<file path="src/rtl/core/silcd_pkg.sv">
package silcd_pkg;

    localparam logic [7:0] HDR_BYTE = 8'h55;
    localparam logic [7:0] ID_DISP  = 8'hD1;
    localparam logic [7:0] ID_STAT  = 8'hD2;
    localparam logic [7:0] ID_TEMP  = 8'hD3;
    localparam logic [7:0] ID_VOLT  = 8'hD4;
    localparam logic [7:0] ID_VERS  = 8'hD5;
    localparam logic [7:0] BYTE_MASK = 8'hFF;

    typedef enum logic [1:0] {
        PH_HUNT = 2'd0,
        PH_ID   = 2'd1,
        PH_DATA = 2'd2,
        PH_SUM  = 2'd3
    } phase_t;

    typedef struct packed {
        logic [7:0]  message_id;
        logic [1:0]  payload_length;
        logic [7:0]  payload_byte0;
        logic [7:0]  payload_byte1;
        logic [7:0]  payload_byte2;
        logic [31:0] frame_sequence;
    } frame_t;

    // Payload length of a known id, zero for an unknown one.
    function automatic logic [1:0] id_length(input logic [7:0] id);
        logic [1:0] len;
        unique case (id)
            ID_DISP: len = 2'd3;
            ID_STAT: len = 2'd3;
            ID_TEMP: len = 2'd1;
            ID_VOLT: len = 2'd2;
            ID_VERS: len = 2'd3;
            default: len = 2'd0;
        endcase
        return len;
    endfunction

endpackage

</file>
<file path="src/rtl/core/sync_id_length_checksum_deframer_unit.sv">
// Frame parser for a received serial byte stream.
// Input channel: one rx_byte per transaction (in_valid / in_stall). The
// parser hunts for header 0x55, takes the id, collects 1 to 3 payload bytes
// by id and checks an 8-bit sum of header, id and payload against the
// trailing checksum byte.
// Output channel: one transaction per frame whose checksum matches, with id,
// length, payload (unused bytes zero) and a wrapping frame sequence number.
// Bad ids and checksum mismatches produce nothing.
// Throughput: one byte per cycle while in_stall is low; the parser updates
// its state from each byte between the input register and the result buffer.
// A result is registered: its checksum byte passes the input register, and
// the result then enters the output or skid register before out_valid rises.
// Reset clears the input valid bit, the parser state, the frame counter and
// the result buffer valid bits; the block then hunts for a header.
// When the receiver stalls, the result is held in the output register and a
// second result can wait in the skid register; only when both are full does
// in_stall rise.
module sync_id_length_checksum_deframer_unit (
    input  logic        clk,
    input  logic        rst_n,
    input  logic        in_valid,
    output logic        in_stall,
    input  logic [7:0]  rx_byte,
    output logic        out_valid,
    input  logic        out_stall,
    output logic [7:0]  message_id,
    output logic [1:0]  payload_length,
    output logic [7:0]  payload_byte0,
    output logic [7:0]  payload_byte1,
    output logic [7:0]  payload_byte2,
    output logic [31:0] frame_sequence
);
    import silcd_pkg::*;

    logic       in_valid_reg;
    logic [7:0] in_byte_reg;
    logic       fire;
    logic       buf_full;
    logic       res_valid;
    frame_t     res;
    frame_t     out_data;

    assign fire     = in_valid_reg && !buf_full;
    assign in_stall = in_valid_reg && !fire;

    always_ff @(posedge clk or negedge rst_n)
    begin
        if (!rst_n)
        begin
            in_valid_reg <= 1'b0;
        end
        else if (!in_stall)
        begin
            in_valid_reg <= in_valid;
        end
    end

    always_ff @(posedge clk)
    begin
        if (!in_stall && in_valid)
        begin
            in_byte_reg <= rx_byte;
        end
    end

    silcd_parser u_parser (
        .clk       (clk),
        .rst_n     (rst_n),
        .fire      (fire),
        .rx_byte   (in_byte_reg),
        .res_valid (res_valid),
        .res       (res)
    );

    silcd_out_buf u_out_buf (
        .clk       (clk),
        .rst_n     (rst_n),
        .push      (res_valid),
        .push_data (res),
        .full      (buf_full),
        .valid     (out_valid),
        .stall     (out_stall),
        .data      (out_data)
    );

    assign message_id     = out_data.message_id;
    assign payload_length = out_data.payload_length;
    assign payload_byte0  = out_data.payload_byte0;
    assign payload_byte1  = out_data.payload_byte1;
    assign payload_byte2  = out_data.payload_byte2;
    assign frame_sequence = out_data.frame_sequence;

endmodule

</file>
<file path="src/rtl/core/silcd_parser.sv">
module silcd_parser (
    input  logic                  clk,
    input  logic                  rst_n,
    input  logic                  fire,
    input  logic [7:0]            rx_byte,
    output logic                  res_valid,
    output silcd_pkg::frame_t     res
);
    import silcd_pkg::*;

    phase_t      phase_reg, phase_next;
    logic [7:0]  current_id_reg, current_id_next;
    logic [1:0]  expected_length_reg, expected_length_next;
    logic [1:0]  byte_index_reg, byte_index_next;
    logic [7:0]  running_sum_reg, running_sum_next;
    logic [31:0] accepted_count_reg, accepted_count_next;
    logic [7:0]  payload_store_reg [3];
    logic [1:0]  len;
    logic [2:0]  index_inc;
    logic [31:0] count_inc;

    assign len       = id_length(rx_byte);
    assign index_inc = {1'b0, byte_index_reg} + 3'd1;
    assign count_inc = accepted_count_reg + 32'd1;

    always_comb
    begin
        phase_next           = phase_reg;
        current_id_next      = current_id_reg;
        expected_length_next = expected_length_reg;
        byte_index_next      = byte_index_reg;
        running_sum_next     = running_sum_reg;
        accepted_count_next  = accepted_count_reg;
        res_valid            = 1'b0;
        unique case (phase_reg)
            PH_HUNT:
            begin
                if (rx_byte == HDR_BYTE)
                begin
                    running_sum_next = rx_byte;
                    phase_next       = PH_ID;
                end
            end
            PH_ID:
            begin
                current_id_next = rx_byte;
                if (len == 2'd0)
                begin
                    phase_next = PH_HUNT;
                end
                else
                begin
                    expected_length_next = len;
                    running_sum_next     = (running_sum_reg + rx_byte) & BYTE_MASK;
                    byte_index_next      = 2'd0;
                    phase_next           = PH_DATA;
                end
            end
            PH_DATA:
            begin
                byte_index_next  = index_inc[1:0];
                running_sum_next = (running_sum_reg + rx_byte) & BYTE_MASK;
                if (index_inc >= {1'b0, expected_length_reg})
                begin
                    phase_next = PH_SUM;
                end
            end
            PH_SUM:
            begin
                phase_next = PH_HUNT;
                if (running_sum_reg == rx_byte)
                begin
                    accepted_count_next = count_inc;
                    res_valid           = 1'b1;
                end
            end
            default:
            begin
                phase_next = PH_HUNT;
            end
        endcase
        if (!fire)
        begin
            res_valid = 1'b0;
        end
    end

    always_comb
    begin
        res.message_id     = current_id_reg;
        res.payload_length = expected_length_reg;
        res.payload_byte0  = payload_store_reg[0];
        res.payload_byte1  = (expected_length_reg >= 2'd2) ? payload_store_reg[1] : 8'd0;
        res.payload_byte2  = (expected_length_reg == 2'd3) ? payload_store_reg[2] : 8'd0;
        res.frame_sequence = count_inc;
    end

    always_ff @(posedge clk or negedge rst_n)
    begin
        if (!rst_n)
        begin
            phase_reg           <= PH_HUNT;
            current_id_reg      <= 8'd0;
            expected_length_reg <= 2'd0;
            byte_index_reg      <= 2'd0;
            running_sum_reg     <= 8'd0;
            accepted_count_reg  <= 32'd0;
        end
        else if (fire)
        begin
            phase_reg           <= phase_next;
            current_id_reg      <= current_id_next;
            expected_length_reg <= expected_length_next;
            byte_index_reg      <= byte_index_next;
            running_sum_reg     <= running_sum_next;
            accepted_count_reg  <= accepted_count_next;
        end
    end

    // Payload bytes are only read after this frame has written them.
    always_ff @(posedge clk)
    begin
        if (fire && phase_reg == PH_DATA && byte_index_reg != 2'd3)
        begin
            payload_store_reg[byte_index_reg] <= rx_byte;
        end
    end

endmodule

</file>
<file path="src/rtl/core/silcd_out_buf.sv">
module silcd_out_buf (
    input  logic                  clk,
    input  logic                  rst_n,
    input  logic                  push,
    input  silcd_pkg::frame_t     push_data,
    output logic                  full,
    output logic                  valid,
    input  logic                  stall,
    output silcd_pkg::frame_t     data
);
    import silcd_pkg::*;

    logic   out_valid_reg;
    logic   skid_valid_reg;
    frame_t out_data_reg;
    frame_t skid_data_reg;
    logic   pop;

    assign pop   = out_valid_reg && !stall;
    assign full  = out_valid_reg && skid_valid_reg;
    assign valid = out_valid_reg;
    assign data  = out_data_reg;

    always_ff @(posedge clk or negedge rst_n)
    begin
        if (!rst_n)
        begin
            out_valid_reg  <= 1'b0;
            skid_valid_reg <= 1'b0;
        end
        else if (!out_valid_reg || pop)
        begin
            if (skid_valid_reg)
            begin
                skid_valid_reg <= push;
            end
            else
            begin
                out_valid_reg <= push;
            end
        end
        else if (push)
        begin
            skid_valid_reg <= 1'b1;
        end
    end

    always_ff @(posedge clk)
    begin
        if (!out_valid_reg || pop)
        begin
            if (skid_valid_reg)
            begin
                out_data_reg  <= skid_data_reg;
                skid_data_reg <= push_data;
            end
            else
            begin
                out_data_reg <= push_data;
            end
        end
        else if (push)
        begin
            skid_data_reg <= push_data;
        end
    end

endmodule

</file>
<file path="config.mk">
export PLATFORM = sky130hd
export DESIGN_NAME = sync_id_length_checksum_deframer_unit
export DESIGN_NICKNAME = d
export VERILOG_FILES = /design/src/rtl/core/silcd_pkg.sv /design/src/rtl/core/sync_id_length_checksum_deframer_unit.sv /design/src/rtl/core/silcd_parser.sv /design/src/rtl/core/silcd_out_buf.sv
export SDC_FILE = /design/constraint.sdc
export NUM_CORES = 1
export LEC_CHECK = 0
export BUFFER_PORTS_ARGS = -buffer_cell sky130_fd_sc_hd__buf_2
export CORE_ASPECT_RATIO = 1.5
export CORE_UTILIZATION = 25
export DETAILED_ROUTE_END_ITERATION = 8
export PLACE_DENSITY_LB_ADDON = 0.08
export SETUP_SLACK_MARGIN = 0.4
export SLEW_MARGIN = 5
export SYNTH_ARGS = -nofsm -noshare
export SYNTH_HDL_FRONTEND = slang
export SYNTH_SLANG_ARGS = --single-unit
</file>
<file path="constraint.sdc">
create_clock -name clk -period 22.5 [get_ports clk]
set_input_delay 4.5 -clock clk [delete_from_list [all_inputs] [get_ports clk]]
set_output_delay 4.5 -clock clk [all_outputs]
set_load 0.05 [all_outputs]
</file>
==> qor.csv, run 1 <==
metric,value,unit
status,"finished, final reports clean",
power_density,94.31,nW/um^2
drt_iter0_drc,185,
slew_headroom,25.52,%
critPathRequiredTime,18.00,ns
maxCapViolCount,0,
area_growth,18.73,%
layout_min_cycle_time,6.483,ns
port_buffers,79,
synth_top_area_share,52.16,%
place.gp.congestion,0.7690,
grt_antenna_before_repair,0,
synth.distinct_cells,51,
h-tree-depth,1,
syn_area,9442,sq um
yosys_register_bits,221,
min_path_type,reg -> reg,
cts_tree,done,
ios,80,
worst_slack,16.02,ns
antennaDiodeCount,0,
place_ws,15.65,ns
ys_top_cells_by_area,"edfxtp_1 (52%), dfrtp_1 (15%), mux2_2 (8.6%), xnor2_1 (3.1%), xor2_1 (3.0%)",
clkTransAtPathRegs,0.06,ns
cts-resized-gates,0,
synth_top_area_cell,edfxtp_1,
clock_latency,0.55,ns
vias,5269,
cellLeakagePower,4.466,nW
peakVddDrop,51.06,uV
max_stage_delay,0.83,ns
crit_chain,nand3_1 -> inv_1 -> buf_2,
fillers,3727,
setup_viol,0,
grt_pass1_vias,5718,
startpoint,u_out_buf.skid_valid_reg,
yosysSeqAreaShare,67.27,%
synth_edf_count,164,
synth_top_cells_by_count,"edfxtp_1 (164), mux2_2 (72), dfrtp_1 (57)",
rsz0062_at_grt,false,
hold_start,u_parser.payload_store_reg[0][3],
gr-total-overflow,0,
syn_avg_cell_area,14.64,sq um
drt.antenna.violating_nets,0,
synth.most_common_cell,edfxtp_1,
critPathSlowestCell,dfrtp_2,
grt_pass1_wl,32690,um
start_util,25.51,%
die_area,38560,sq um
yosysWarnings,0,
finalMaxSlewViolations,0,
grt_max_degree,58,
syn_nets,676,
path_class,reg -> out,
tns,0,ns
die_w,160.7,um
numCtsBuffers,25,
wl,20790,um
wire_per_inst,16.87,um
async_flop_share,25.79,%
worstMarginPinSlew,1.113,ns
cts_sinks,221,
coreArea,37020,sq um
synth_top_flop_cell,edfxtp_1,
firstDrtPassIters,4,
critPathBufInv,2,
fmax,0.1542,GHz
ctsRootBufferMaster,clkbuf_16,
ctsHoldBuffers,0,
fin_crit_sh,28.82,%
fp-row-count,86,
dpl.hpwl,13860,um
track_usage,11.10,%
post_cts_buffers,0,
nNetsFinal,762,
skew,0.02101,ns
start_kind,register,
r2r_start,in_byte_reg[4],
drc,0,
syn_inst,645,
die_h,240.0,um
clockBufferDepth,3,
worst-path-max-fanout,31,
drive_above_1_share,27.41,%
hold_viol,0,
arrival,1.98,ns
critPathTopFamily,flip-flops,
end_kind,primary output,
vias_per_cell,4.277,
-- logic make-up after synthesis --
family,share of synthesized area [%]
DFF,67.27
and+or+nand+nor,10.27
muxes,9.436
xor gates and xnor gates,6.030
buffers and inverters,1.683
AOI/OAI and AO/OA,2.637
adders and majority gates,2.677
-- placed cells by master, fill, tap and decap left out, types with 19 or more instances in the layout --
master and n:
nand4_1 19, edfxtp_1 164, xnor2_1 33, mux2_2 72, nor2_1 32, buf_2 79, xor2_1 32, dfrtp_1 56
clkbuf_16 25, nand2_1 46
-- power breakdown --
group / total (mW) / internal [mW] / switching [mW]
Sequential: 0.491 / 0.469 / 0.0221
Combinational: 0.156 / 0.0581 / 0.0978
Clock: 0.410 / 0.243 / 0.167
Total: 1.06 / 0.771 / 0.287
-- per-stage QoR --
| step | std cells | area (sq um) | utilization, % | hold slack (ns) | power, mW |
|---|---|---|---|---|---|
| finish | 1232 | 11210 | 30.28 | 0.4394 | 1.057 |
| global route | 1232 | 11210 | 30.28 | 0.4411 | 1.108 |
| CTS | 1232 | 11210 | 30.28 | 0.4396 | 1.078 |
| detailed placement | 1188 | 10400 | 28.09 | 0.4428 | 0.6593 |
| global placement | 1188 | 10400 | 28.09 | 0.4308 | 0.6545 |
| floorplan | 645 | 9442 | - | 0.4222 | 0.6150 |
-- per-layer routing --
metal  wire length [um]  part of all wire, %  global-route usage, %
met1               8124                   39                  12.05
met2              11220                   54                  21.05
met3                819                  3.9                  1.691
met4                618                  3.0                  4.935
met5                  0                    0                      0
-- final cells by class --
type	count	area, sq um	area share (%)
Sequential cell	221	6352	56.67
Multi-Input combinational cell	385	2950	26.32
Clock buffer	33	665.6	5.938
Tap cell	484	605.6	5.402
Timing Repair Buffer	85	440.4	3.929
Clock inverter	11	146.4	1.306
Inverter	13	48.80	0.4353
-- worst paths after layout --
path / slack (ns) / end / cells past startpoint
setup / recovery: 16.02 / in_stall / 3
hold / removal: 0.44 / u_out_buf.skid_data_reg[51] / 0
setup reg to reg: 18.56 / u_out_buf.skid_data_reg[65] / 6
hold reg to reg: 0.44 / u_out_buf.skid_data_reg[51] / 0
max in group asynchronous: 17.80 / u_out_buf.skid_valid_reg / 2
min in group asynchronous: 4.14 / u_parser.running_sum_reg[5] / 2
Note: power is estimated with default switching activity, not from simulation.
==> run 2: changes to the inputs <==
Clock period 22.5 ns to 5.3 ns, I/O delays scaled along.
==> run 2 against run 1 <==
  * Critical path depth up 2
  * Setup slack worse by 14 ns
  * Worst hold slack better by 0.021 ns
  * Non-clock buffer count down 2
  * Largest cell class unchanged
  * Sequential share of layout area up 0.21 points
  * Routed wire length up 2.4%
  * Combinational power rose to 4.3 times the previous value
  * Global-route usage up 0.14 points
  * Largest power group unchanged
  * Die area unchanged
  * Clock power rose to 4.0 times the previous value
  * Critical endpoint is now u_out_buf.skid_data_reg[49]
  * Power rose to 4.2 times the previous value
  * Sequential cell count unchanged
==> qor.csv, run 2 (same netlist as run 1, synthesis figures left out) <==
metric,value,unit,change
status,"finished, final reports clean",,unchanged
grt-busiest-layer,met2,,unchanged
die_w,160.7,um,unchanged
met2_usage,21.47,%,was 21.05%
port_buffers,79,,unchanged
path_class,reg -> reg,,was reg -> out
setup_viol,0,,unchanged
drt.antenna.violating_nets,0,,unchanged
peakVddDrop,227.6,uV,was 51.06 uV
coreArea,37020,sq um,unchanged
fp-row-count,86,,unchanged
tns,0,ns,unchanged
area_growth,18.29,%,was 18.73%
nNetsFinal,759,,was 762
vias_per_cell,4.334,,was 4.277
internal_power,3.205,mW,was 770.5 uW
power_density,395.8,nW/um^2,was 94.31 nW/um^2
layout_min_cycle_time,3.494,ns,
power_switching_share,27.49,%,was 27.12%
finalMaxSlewViolations,0,,unchanged
placed_cell_area,10400,sq um,about the same
critPathTopFamily,simple AND/OR/NAND/NOR gates,,was flip-flops
die_h,240.0,um,unchanged
max_stage_delay,0.75,ns,was 0.83 ns
wire_per_inst,17.30,um,was 16.87 um
ctsRootBufferMaster,clkbuf_16,,unchanged
cts_sinks,221,,unchanged
clock_latency,0.53,ns,was 0.55 ns
clockPowerShare,37.5,%,was 38.8%
place.gp.congestion,0.7668,,was 0.7690
ios,80,,unchanged
dpl.hpwl,14380,um,was 13860 um
vias,5331,,was 5269
rsz0062_at_grt,false,,unchanged
drc,0,,unchanged
firstDrtPassIters,5,,was 4
cts_tree,done,,unchanged
die_area,38560,sq um,unchanged
numCtsBuffers,24,,was 25
min_path_type,reg -> reg,,unchanged
critPathRequiredTime,5.50,ns,was 18.00 ns
critPathBufInv,1,,was 2
final_common_cell,edfxtp_1,,unchanged
wl,21290,um,was 20790 um
ctsHoldBuffers,0,,unchanged
track_usage,11.25,%,was 11.10%
clkTransAtPathRegs,0.06,ns,about the same
drive_above_1_share,27.21,%,was 27.41%
placed_cells,1186,,was 1188
arrival,3.69,ns,was 1.98 ns
fin_crit_sh,65.92,%,
most-common-layout-cells,"edfxtp_1 (164), buf_2 (79), mux2_2 (72)",,unchanged
start_util,25.51,%,unchanged
post_cts_buffers,0,,unchanged
drt_iter0_drc,258,,was 185
grt_antenna_before_repair,0,,unchanged
h-tree-depth,1,,unchanged
cellLeakagePower,4.446,nW,was 4.466 nW
grt_pass1_vias,5705,,was 5718
met1_usage,12.27,%,was 12.05%
slew_headroom,23.09,%,was 25.52%
grt_pass1_wl,33240,um,was 32690 um
crit_chain,ha_1 -> nor4b_1 -> nand4_1 -> o21ai_4 -> buf_12,,was nand3_1 -> inv_1 -> buf_2
grtUsageMet3,1.708,%,was 1.691%
start_kind,register,,unchanged
clockBufferDepth,3,,unchanged
end_kind,register,,was primary output
antennaDiodeCount,0,,unchanged
power.switching,1.215,mW,was 286.7 uW
p_seq_share,47.2,%,was 46.5%
final_area,11170,sq um,was 11210 sq um
combPwrFrac,15.2,%,was 14.7%
critPathSlowestCell,o21ai_4,,was dfrtp_2
holdWs,0.4604,ns,was 0.4394 ns
hold_viol,0,,unchanged
fmax,0.2862,GHz,
skew,0.02032,ns,was 0.02101 ns
maxCapViolCount,0,,unchanged
fin_cells,1230,,was 1232
gr-total-overflow,0,,unchanged
cts-resized-gates,0,,unchanged
p_total,4.420,mW,was 1.057 mW
grt_max_degree,73,,was 58
worst-path-max-fanout,51,,was 31
worstMarginPinSlew,1.152,ns,was 1.113 ns
run 2: cell count changes in the layout (fill, tap and decap cells not counted), sizes merged:
| cell | change |
|---|---|
| buf | -2 |
| clkinv | +2 |
| bufinv | -1 |
| clkbuf | +1 |
| clkinvlp | -1 |
| inv | -1 |
run 2: routing by layer:
| metal | share of wire [%] | up-vias |
|---|---|---|
| met3 | 3.7 | 37 |
| met1 | 38 | 2656 |
| met5 | 0 | - |
| met4 | 2.7 | 0 |
| li1 | - | 2535 |
| met2 | 55 | 103 |
run 2: worst register-to-register path, cell delays in order, from the launching register on:
cell	delay (ns)
edfxtp_1	0.52
ha_1	0.42
nor4b_1	0.38
nand4_1	0.68
o21ai_4	0.76
buf_12	0.34
run 2: area by class of cell:
type,instances,area [sq um]
fillers,3760,25850
flip-flops and latches,221,6352
multi-input cells,385,2950
clock buffers,34,658.1
well taps,484,605.6
repair buffers,83,437.9
clock inverters,10,115.1
inverters,13,48.80
run 2: path summary, 6_finish.rpt:
kind	startpoint	end	slack, ns	depth (start not counted)
min in group asynchronous	rst_n	u_parser.expected_length_reg[1]	0.71	2
worst min register to register	u_parser.payload_store_reg[0][5]	u_out_buf.skid_data_reg[53]	0.46	0
worst max-delay path	in_byte_reg[2]	u_out_buf.skid_data_reg[49]	1.81	5
max in group asynchronous	rst_n	u_out_buf.skid_valid_reg	4.01	2
worst max register to register	in_byte_reg[2]	u_out_buf.skid_data_reg[49]	1.81	5
worst min-delay path	u_parser.payload_store_reg[0][5]	u_out_buf.skid_data_reg[53]	0.46	0
run 2: through the flow:
stage	worst slack (ns)	util (%)
after floorplan	1.093	-
after global placement	1.871	28.08
after detailed placement	1.748	28.08
after CTS	1.713	30.17
after global routing	1.411	30.17
final	1.806	30.17
run 2: power groups by stage:
stage | Clock (mW) | Sequential, mW | Combinational, mW
finish | 1.66 | 2.09 | 0.673
global placement | 0 | 2.12 | 0.683
CTS | 1.73 | 2.09 | 0.684
detailed placement | 0 | 2.13 | 0.682
global route | 1.79 | 2.10 | 0.738
floorplan | 0 | 2.24 | 0.368
